<file path="src/rtl/core/bcr_pkg.sv">
// shared types and constants of the band column reducer
package bcr_pkg;

  localparam int MAX_COLUMN_ENTRIES_DEF = 4096;
  localparam int N_BANDS = 3;
  localparam int BAND_W = 8;
  localparam int COUNT_W = 13;
  localparam int RULE_W = 2;

  localparam logic [RULE_W-1:0] RULE_NEAREST = 2'd0;
  localparam logic [RULE_W-1:0] RULE_MEAN = 2'd1;
  localparam logic [RULE_W-1:0] RULE_MAX = 2'd2;
  localparam logic [RULE_W-1:0] RULE_RESET = RULE_MAX;

  typedef logic [N_BANDS-1:0][BAND_W-1:0] band_vec_t;

  // control from the sequencer to the column accumulator
  typedef struct packed {
    logic update;
    logic last;
    logic clear;
  } acc_ctrl_t;

endpackage

</file>
<file path="src/rtl/core/band_column_reducer_top.sv">
// Band column reducer: reduces the three-band samples of one display column to one sample.
// A sample that does not close its column goes through accept and state update. A closing
// sample adds a final output step under the nearest and max rules; under the mean rule the one
// shared restoring divider first runs once per band (start, 9 compare-subtract steps, capture,
// ending early when the quotient saturates). The input is not ready while an item is at work;
// a finished result waits in the output register and the next sample is taken meanwhile.
// The rule register is written at configuration addresses 0 to 3 and read at every address.
module band_column_reducer_top import bcr_pkg::*; #(
  parameter int MAX_COLUMN_ENTRIES = MAX_COLUMN_ENTRIES_DEF
) (
  input  logic        clk,
  input  logic        rst,
  // s_tdata: sample_low, sample_mid, sample_high, column_count, zero pad
  input  logic        s_tvalid,
  output logic        s_tready,
  input  logic [39:0] s_tdata,
  input  logic        s_tlast,
  // m_tdata: out_low, out_mid, out_high
  output logic        m_tvalid,
  input  logic        m_tready,
  output logic [23:0] m_tdata,
  input  logic        psel,
  input  logic        penable,
  input  logic        pwrite,
  input  logic [2:0]  paddr,
  input  logic [31:0] pwdata,
  output logic [31:0] prdata,
  output logic        pready
);

  localparam int CntW = $clog2(MAX_COLUMN_ENTRIES + 1);
  localparam int SumW = $clog2(255 * MAX_COLUMN_ENTRIES + 1);
  localparam int DivW = CntW + BAND_W + 1;

  localparam logic [2:0] ST_IDLE = 3'd0;
  localparam logic [2:0] ST_ACC = 3'd1;
  localparam logic [2:0] ST_DSTART = 3'd2;
  localparam logic [2:0] ST_DWAIT = 3'd3;
  localparam logic [2:0] ST_FIN = 3'd4;

  logic [2:0]            state;
  logic [RULE_W-1:0]     column_rule;
  band_vec_t             item_smp;
  logic [COUNT_W-1:0]    item_cnt;
  logic                  item_last;
  logic [CntW-1:0]       count_c;
  logic [CntW-1:0]       middle;
  logic [1:0]            band;
  band_vec_t             mean_q;
  acc_ctrl_t             acc_ctrl;
  logic [N_BANDS-1:0][SumW-1:0] sums;
  band_vec_t             maxima;
  band_vec_t             picked;
  band_vec_t             result;
  logic                  div_start;
  logic                  div_done;
  logic [BAND_W-1:0]     div_q;
  logic [SumW-1:0]       div_sum;
  logic                  out_load;
  logic                  s_xact;

  // configuration port
  assign pready = 1'b1;
  assign prdata = 32'(column_rule);

  always_ff @(posedge clk) begin
    if (rst) begin
      column_rule <= RULE_RESET;
    end else if (psel && penable && pwrite && !paddr[2]) begin
      column_rule <= pwdata[RULE_W-1:0];
    end
  end

  // clamp the count to 1..MAX_COLUMN_ENTRIES
  always_comb begin
    if (item_cnt == '0) begin
      count_c = CntW'(1);
    end else if (32'(item_cnt) > 32'(MAX_COLUMN_ENTRIES)) begin
      count_c = CntW'(MAX_COLUMN_ENTRIES);
    end else begin
      count_c = CntW'(item_cnt);
    end
  end
  assign middle = (count_c - 1'b1) >> 1;

  assign s_tready = (state == ST_IDLE);
  assign s_xact = s_tvalid && s_tready;
  assign out_load = (state == ST_FIN) && (!m_tvalid || m_tready);

  assign acc_ctrl.update = (state == ST_ACC);
  assign acc_ctrl.last = item_last;
  assign acc_ctrl.clear = out_load;

  assign div_start = (state == ST_DSTART);

  always_comb begin
    case (band)
      2'd0: div_sum = sums[0];
      2'd1: div_sum = sums[1];
      default: div_sum = sums[2];
    endcase
  end

  always_comb begin
    case (column_rule)
      RULE_NEAREST: result = picked;
      RULE_MEAN: result = mean_q;
      default: result = maxima;
    endcase
  end

  always_ff @(posedge clk) begin
    if (s_xact) begin
      item_smp <= s_tdata[23:0];
      item_cnt <= s_tdata[36:24];
      item_last <= s_tlast;
    end
    if (state == ST_DWAIT && div_done) begin
      mean_q[band] <= div_q;
    end
    if (out_load) begin
      m_tdata <= result;
    end
  end

  // sequencer
  always_ff @(posedge clk) begin
    if (rst) begin
      state <= ST_IDLE;
      band <= '0;
      m_tvalid <= 1'b0;
    end else begin
      if (out_load) begin
        m_tvalid <= 1'b1;
      end else if (m_tready) begin
        m_tvalid <= 1'b0;
      end
      case (state)
        ST_IDLE: begin
          if (s_xact) begin
            state <= ST_ACC;
          end
        end
        ST_ACC: begin
          band <= '0;
          if (!item_last) begin
            state <= ST_IDLE;
          end else if (column_rule == RULE_MEAN) begin
            state <= ST_DSTART;
          end else begin
            state <= ST_FIN;
          end
        end
        ST_DSTART: begin
          state <= ST_DWAIT;
        end
        ST_DWAIT: begin
          if (div_done) begin
            if (band == 2'(N_BANDS - 1)) begin
              state <= ST_FIN;
            end else begin
              band <= band + 1'b1;
              state <= ST_DSTART;
            end
          end
        end
        ST_FIN: begin
          if (out_load) begin
            state <= ST_IDLE;
          end
        end
        default: state <= ST_IDLE;
      endcase
    end
  end

  bcr_accum #(
    .MaxEntries(MAX_COLUMN_ENTRIES),
    .CntW(CntW),
    .SumW(SumW)
  ) u_accum (
    .clk(clk),
    .rst(rst),
    .ctrl(acc_ctrl),
    .sample(item_smp),
    .middle(middle),
    .sums(sums),
    .maxima(maxima),
    .picked(picked)
  );

  bcr_div #(
    .CntW(CntW),
    .DivW(DivW)
  ) u_div (
    .clk(clk),
    .rst(rst),
    .start(div_start),
    .dividend(DivW'(div_sum)),
    .divisor(count_c),
    .done(div_done),
    .quotient(div_q)
  );

  a_accept_to_acc: assert property (@(posedge clk) disable iff (rst)
    s_xact |=> state == ST_ACC)
    else $error("accepted transaction did not move to the update step");

  a_div_done_waiting: assert property (@(posedge clk) disable iff (rst)
    div_done |-> state == ST_DWAIT)
    else $error("divider finished while the sequencer was not waiting for it");

  a_fin_loads_output: assert property (@(posedge clk) disable iff (rst)
    out_load |=> m_tvalid && state == ST_IDLE)
    else $error("closing result was not presented on the output");

endmodule

</file>
<file path="src/rtl/core/bcr_accum.sv">
// per-column running sums, maxima, nearest pick and position
module bcr_accum import bcr_pkg::*; #(
  parameter int MaxEntries = MAX_COLUMN_ENTRIES_DEF,
  parameter int CntW = $clog2(MaxEntries + 1),
  parameter int SumW = $clog2(255 * MaxEntries + 1)
) (
  input  logic                           clk,
  input  logic                           rst,
  input  acc_ctrl_t                      ctrl,
  input  band_vec_t                      sample,
  input  logic [CntW-1:0]                middle,
  output logic [N_BANDS-1:0][SumW-1:0]   sums,
  output band_vec_t                      maxima,
  output band_vec_t                      picked
);

  localparam int PosW = (MaxEntries > 1) ? $clog2(MaxEntries) : 1;
  localparam logic [SumW:0] SumCap = (SumW + 1)'(255 * MaxEntries);
  localparam logic [PosW-1:0] PosTop = PosW'(MaxEntries - 1);

  logic [PosW-1:0] position;
  logic            pick_en;

  assign pick_en = 32'(position) <= 32'(middle);

  always_ff @(posedge clk) begin
    if (rst || ctrl.clear) begin
      sums <= '0;
      maxima <= '0;
      picked <= '0;
      position <= '0;
    end else if (ctrl.update) begin
      for (int b = 0; b < N_BANDS; b++) begin
        logic [SumW:0] acc;
        acc = {1'b0, sums[b]} + (SumW + 1)'(sample[b]);
        sums[b] <= (acc > SumCap) ? SumCap[SumW-1:0] : acc[SumW-1:0];
        if (sample[b] > maxima[b]) begin
          maxima[b] <= sample[b];
        end
        if (pick_en) begin
          picked[b] <= sample[b];
        end
      end
      if (!ctrl.last && position < PosTop) begin
        position <= position + 1'b1;
      end
    end
  end

endmodule

</file>
<file path="src/rtl/core/bcr_div.sv">
// shared restoring divider, one quotient bit a cycle, quotient saturates at 255
module bcr_div import bcr_pkg::*; #(
  parameter int CntW = 13,
  parameter int DivW = CntW + BAND_W + 1
) (
  input  logic                 clk,
  input  logic                 rst,
  input  logic                 start,
  input  logic [DivW-1:0]      dividend,
  input  logic [CntW-1:0]      divisor,
  output logic                 done,
  output logic [BAND_W-1:0]    quotient
);

  localparam int StepW = $clog2(BAND_W + 1);
  localparam logic [StepW-1:0] FirstStep = StepW'(BAND_W);

  logic             busy;
  logic [StepW-1:0] step;
  logic [DivW-1:0]  rem;
  logic [DivW-1:0]  dsh;
  logic             ge;

  assign ge = rem >= dsh;

  always_ff @(posedge clk) begin
    if (rst) begin
      busy <= 1'b0;
      done <= 1'b0;
    end else begin
      done <= 1'b0;
      if (start) begin
        busy <= 1'b1;
      end else if (busy && ((step == FirstStep && ge) || step == '0)) begin
        busy <= 1'b0;
        done <= 1'b1;
      end
    end
  end

  always_ff @(posedge clk) begin
    if (start) begin
      rem <= dividend;
      dsh <= DivW'(divisor) << BAND_W;
      step <= FirstStep;
      quotient <= '0;
    end else if (busy) begin
      // a hit on the first compare means the quotient does not fit in a band
      if (step == FirstStep && ge) begin
        quotient <= '1;
      end else begin
        quotient <= {quotient[BAND_W-2:0], ge};
        if (ge) begin
          rem <= rem - dsh;
        end
      end
      dsh <= dsh >> 1;
      step <= step - 1'b1;
    end
  end

endmodule

</file>
<file path="config.mk">
export PLATFORM = sky130hd
export DESIGN_NAME = band_column_reducer_top
export DESIGN_NICKNAME = d
export VERILOG_FILES = /design/src/rtl/core/bcr_pkg.sv /design/src/rtl/core/band_column_reducer_top.sv /design/src/rtl/core/bcr_accum.sv /design/src/rtl/core/bcr_div.sv
export SDC_FILE = /design/constraint.sdc
export NUM_CORES = 1
export LEC_CHECK = 0
export BUFFER_PORTS_ARGS = -buffer_cell sky130_fd_sc_hd__buf_2
export CAP_MARGIN = 10
export CORE_MARGIN = 8
export CORE_UTILIZATION = 50
export CTS_CLUSTER_DIAMETER = 200
export CTS_CLUSTER_SIZE = 8
export DETAILED_ROUTE_END_ITERATION = 7
export HOLD_SLACK_MARGIN = 0.06
export PLACE_DENSITY = 0.69
export SYNTH_ARGS = -nofsm -noshare
export SYNTH_HDL_FRONTEND = slang
export SYNTH_SLANG_ARGS = --single-unit
</file>
<file path="constraint.sdc">
create_clock -name clk -period 7.85 [get_ports clk]
set_input_delay 0.3925 -clock clk [delete_from_list [all_inputs] [get_ports clk]]
set_output_delay 0.3925 -clock clk [all_outputs]
set_load 0.01 [all_outputs]
</file>
==> results.py <==
metrics = {
    "grt": {
        "antenna_found_initial": 0,
        "met3_usage_pct": 3.51,
        "grt_use_met2_pct": 36.5,
        "use_met1_pct": 28.3,
        "grt.busiest_layer": "met2",
        "grt_max_degree": 61,
        "grt_pass1_vias": 12951,
        "grt_pass1_wl_mm": 67.9,
        "globalRouteTotalUtil_pct": 21.7,
        "grt-ovfl-total": 0,
    },
    "critical_path": {
        "crit_slowest_cell": "o211a_1",
        "crit_chain": "nor3_1 -> nand2_1 -> nor2_1 -> a31oi_1 -> or2_2 -> ha_1 -> o21ai_1 -> xnor2_1 -> ha_1 -> a21o_1 -> a21o_1 -> a21o_1 -> a21o_1 -> a21oi_1 -> o211a_1 -> o21ai_0 -> a21oi_1",
        "crit_buf_inv": 0,
        "crit_fanout": 24,
        "critPathKind": "flop to flop",
        "slowest_delay_ns": 0.70,
        "critPathLaunchType": "flop",
        "critPathRequiredTime_ns": 8.31,
        "path_common_cell": "a21o_1",
        "worstPathArrival_ns": 5.24,
        "endpoint_kind": "flop",
        "crit_family": "compound AO/OA/AOI/OAI gates",
    },
    "route": {
        "wl_mm": 42.1,
        "post_drt_via_cell_ratio": 5.99,
        "num_vias": 13254,
        "drt_iter0_markers": 1022,
        "drc_errors": 0,
        "wl_per_cell_um": 19.0,
        "first_pass_iters": 5,
        "ant_nets": 0,
    },
    "cts": {
        "cts_buffers": 39,
        "cts_sinks": 271,
        "root_buffer": "clkbuf_16",
        "cts_resized": 0,
        "cts_htree_levels": 2,
        "cts.clk_slew.worst_paths_ns": 0.05,
        "cts_buffer_depth": 3,
        "insertion_delay_ns": 0.54,
        "cts_tree": "yes",
    },
    "final_layout": {
        "nNetsFinal": 1956,
        "mostFrequentLayoutCell": "dfxtp_1",
        "final_cells": 2212,
        "most-common-layout-cells": "152 x dfxtp_1, 144 x nor2_1, 124 x o21ai_0, 119 x edfxtp_1, 103 x nand2_1",
        "layout-drive-gt1-share_pct": 9.01,
        "areaGrowthSynthToFinish_pct": 13.0,
        "post-route-util_pct": 56.8,
        "diodes": 0,
    },
    "floorplanning": {
        "die_h_um": 193,
        "core_area_um2": 31200,
        "fp.dieW_um": 193,
        "rows": 65,
        "die_area_um2": 37300,
        "ioPinCount": 142,
        "start_util_pct": 50.3,
    },
    "timing": {
        "worst_pin_slew_ns": 1.24,
        "fmax_mhz": 209,
        "max-slew-margin-rel_pct": 17.7,
        "finalSetupViolCount": 0,
        "layout_min_cycle_time_ns": 4.78,
        "slew_violations": 0,
        "tns_ns": 0,
        "skew_ns": 0.0234,
        "hold_violations": 0,
        "fin_crit_sh_pct": 60.8,
        "rsz0062_at_grt": "false",
    },
    "flow_run": {
        "maxCapViolCount": 0,
    },
    "pwr": {
        "p_per_area_nw_per_um2": 204,
        "leakage_uw": 0.00652,
        "ir_drop_mv": 0.200,
    },
    "yosys": {
        "ys_types": 83,
        "synth-edff-count": 119,
        "yosys.area.top_type": "edfxtp_1",
        "ys_warn_count": 0,
        "syn_inst": 1711,
        "synth_seq_cells": 271,
        "ys_top_cells_by_area": "edfxtp_1 23%, dfxtp_1 19%, ha_1 6.9%, o21ai_0 4.0%, mux2i_1 3.9%",
        "yosysSeqAreaShare_pct": 42.1,
        "avgSynthCellArea_um2": 9.18,
        "synth_ff_type": "dfxtp_1",
        "yosys.area.top_type_share_pct": 22.7,
        "ys_async_sr_fraction_pct": 0,
        "synthesis.area_um2": 15700,
    },
    "placement": {
        "io_buffers": 75,
        "dp_hpwl_mm": 28.8,
        "gp_congestion": 0.904,
        "place_inst": 2105,
    },
    "min_path": {
        "min_path_type": "input pin to flop",
    },
    "status": {
        "status": "finished, final reports clean",
    },
}
-- where the power goes --
| group | switching (µW) | internal [µW] |
|---|---|---|
| sequential | 75.7 | 1550 |
| combinational | 235 | 170 |
| clock | 655 | 941 |
-- cells in the mapped netlist (all sizes together) (20+ instances only) --
cell / number
nand2b: 20
a22o: 23
dfxtp: 152
a21o: 23
ha: 87
nand3: 80
clkbuf: 79
a31oi: 24
xnor2: 30
nand2: 104
a211oi: 30
and3: 20
mux2i: 61
buf: 49
nand4: 32
edfxtp: 119
inv: 91
o21ai: 127
nor3: 35
nor2: 145
a21oi: 103
-- worst paths after layout --
path / slack [ns] / cells past startpoint / startpoint / endpoint
hold reg to reg: 0.46 / 2 / u_accum.picked[9] / u_accum.picked[9]
hold / removal: 0.1 / 3 / pwdata[0] / column_rule[0]
setup / recovery: 3.07 / 17 / item_cnt[7] / u_accum.picked[1]
setup reg to reg: 3.07 / 17 / item_cnt[7] / u_accum.picked[1]
-- worst reg2reg max path, cell delays in order (launching register included) --
cell,delay (ns)
edfxtp_1,0.45
nor3_1,0.47
nand2_1,0.14
nor2_1,0.12
a31oi_1,0.11
or2_2,0.31
ha_1,0.25
o21ai_1,0.31
xnor2_1,0.18
ha_1,0.27
a21o_1,0.18
a21o_1,0.16
a21o_1,0.16
a21o_1,0.17
a21oi_1,0.24
o211a_1,0.71
o21ai_0,0.25
a21oi_1,0.20
-- sequential cells by signal (all words and copies together), names as in the netlist, 12 cells and up --
signal and flops:
item_cnt 13, u_accum.position 12, u_accum.picked 24, m_tdata 24, u_accum.maxima 24, u_div.dsh 21, item_smp 24, mean_q 24
u_accum.sums 60, u_div.rem 22
-- per-stage QoR --
stage	total power (µW)	hold WS, ns	cell area, µm²	worst slack, ns
2_1_floorplan	1920	0.443	15800	3.34
3_3_place_gp	2020	0.451	16200	3.30
3_5_place_dp	2030	0.456	16200	3.14
4_1_cts	3640	0.0864	17700	3.12
5_1_grt	3760	0.103	17700	2.72
6_report	3620	0.0954	17700	3.07
-- what timing repair did --
| item | 4_1_cts | 5_1_grt |
|---|---|---|
| endpoints found under the hold margin | 38 | 0 |
| hold buffers | 38 | 0 |
| setup buffers | 0 | 0 |
-- cells by family (layout without fill, tap and decap cells) --
| kind of cell | after synthesis | after routing | synth area share, % |
|---|---|---|---|
| AOI/OAI and AO/OA | 467 | 467 | 19.7 |
| other | 2 | 31 | 0.0478 |
| buffers and inverters | 219 | 289 | 6.20 |
| adders and majority gates | 91 | 91 | 7.44 |
| and+or+nand+nor | 550 | 550 | 17.8 |
| muxes | 62 | 62 | 3.96 |
| DFF | 271 | 271 | 42.1 |
| xor gates and xnor gates | 49 | 49 | 2.73 |
-- final cells by class --
type	count	area (µm²)
Tap cell	402	503
Fill cell	2786	13500
Clock inverter	3	80.1
Sequential cell	271	6620
Clock buffer	66	1080
Inverter	91	342
Timing Repair Buffer	129	876
Multi-Input combinational cell	1250	8250
-- metal layers --
metal  routed length, µm  up-vias
li1                    -     6407
met1               18500     6342
met2               19800      436
met3                2760       69
met4                1040        0
met5                   0        -
(Power assumes the default switching activity.)
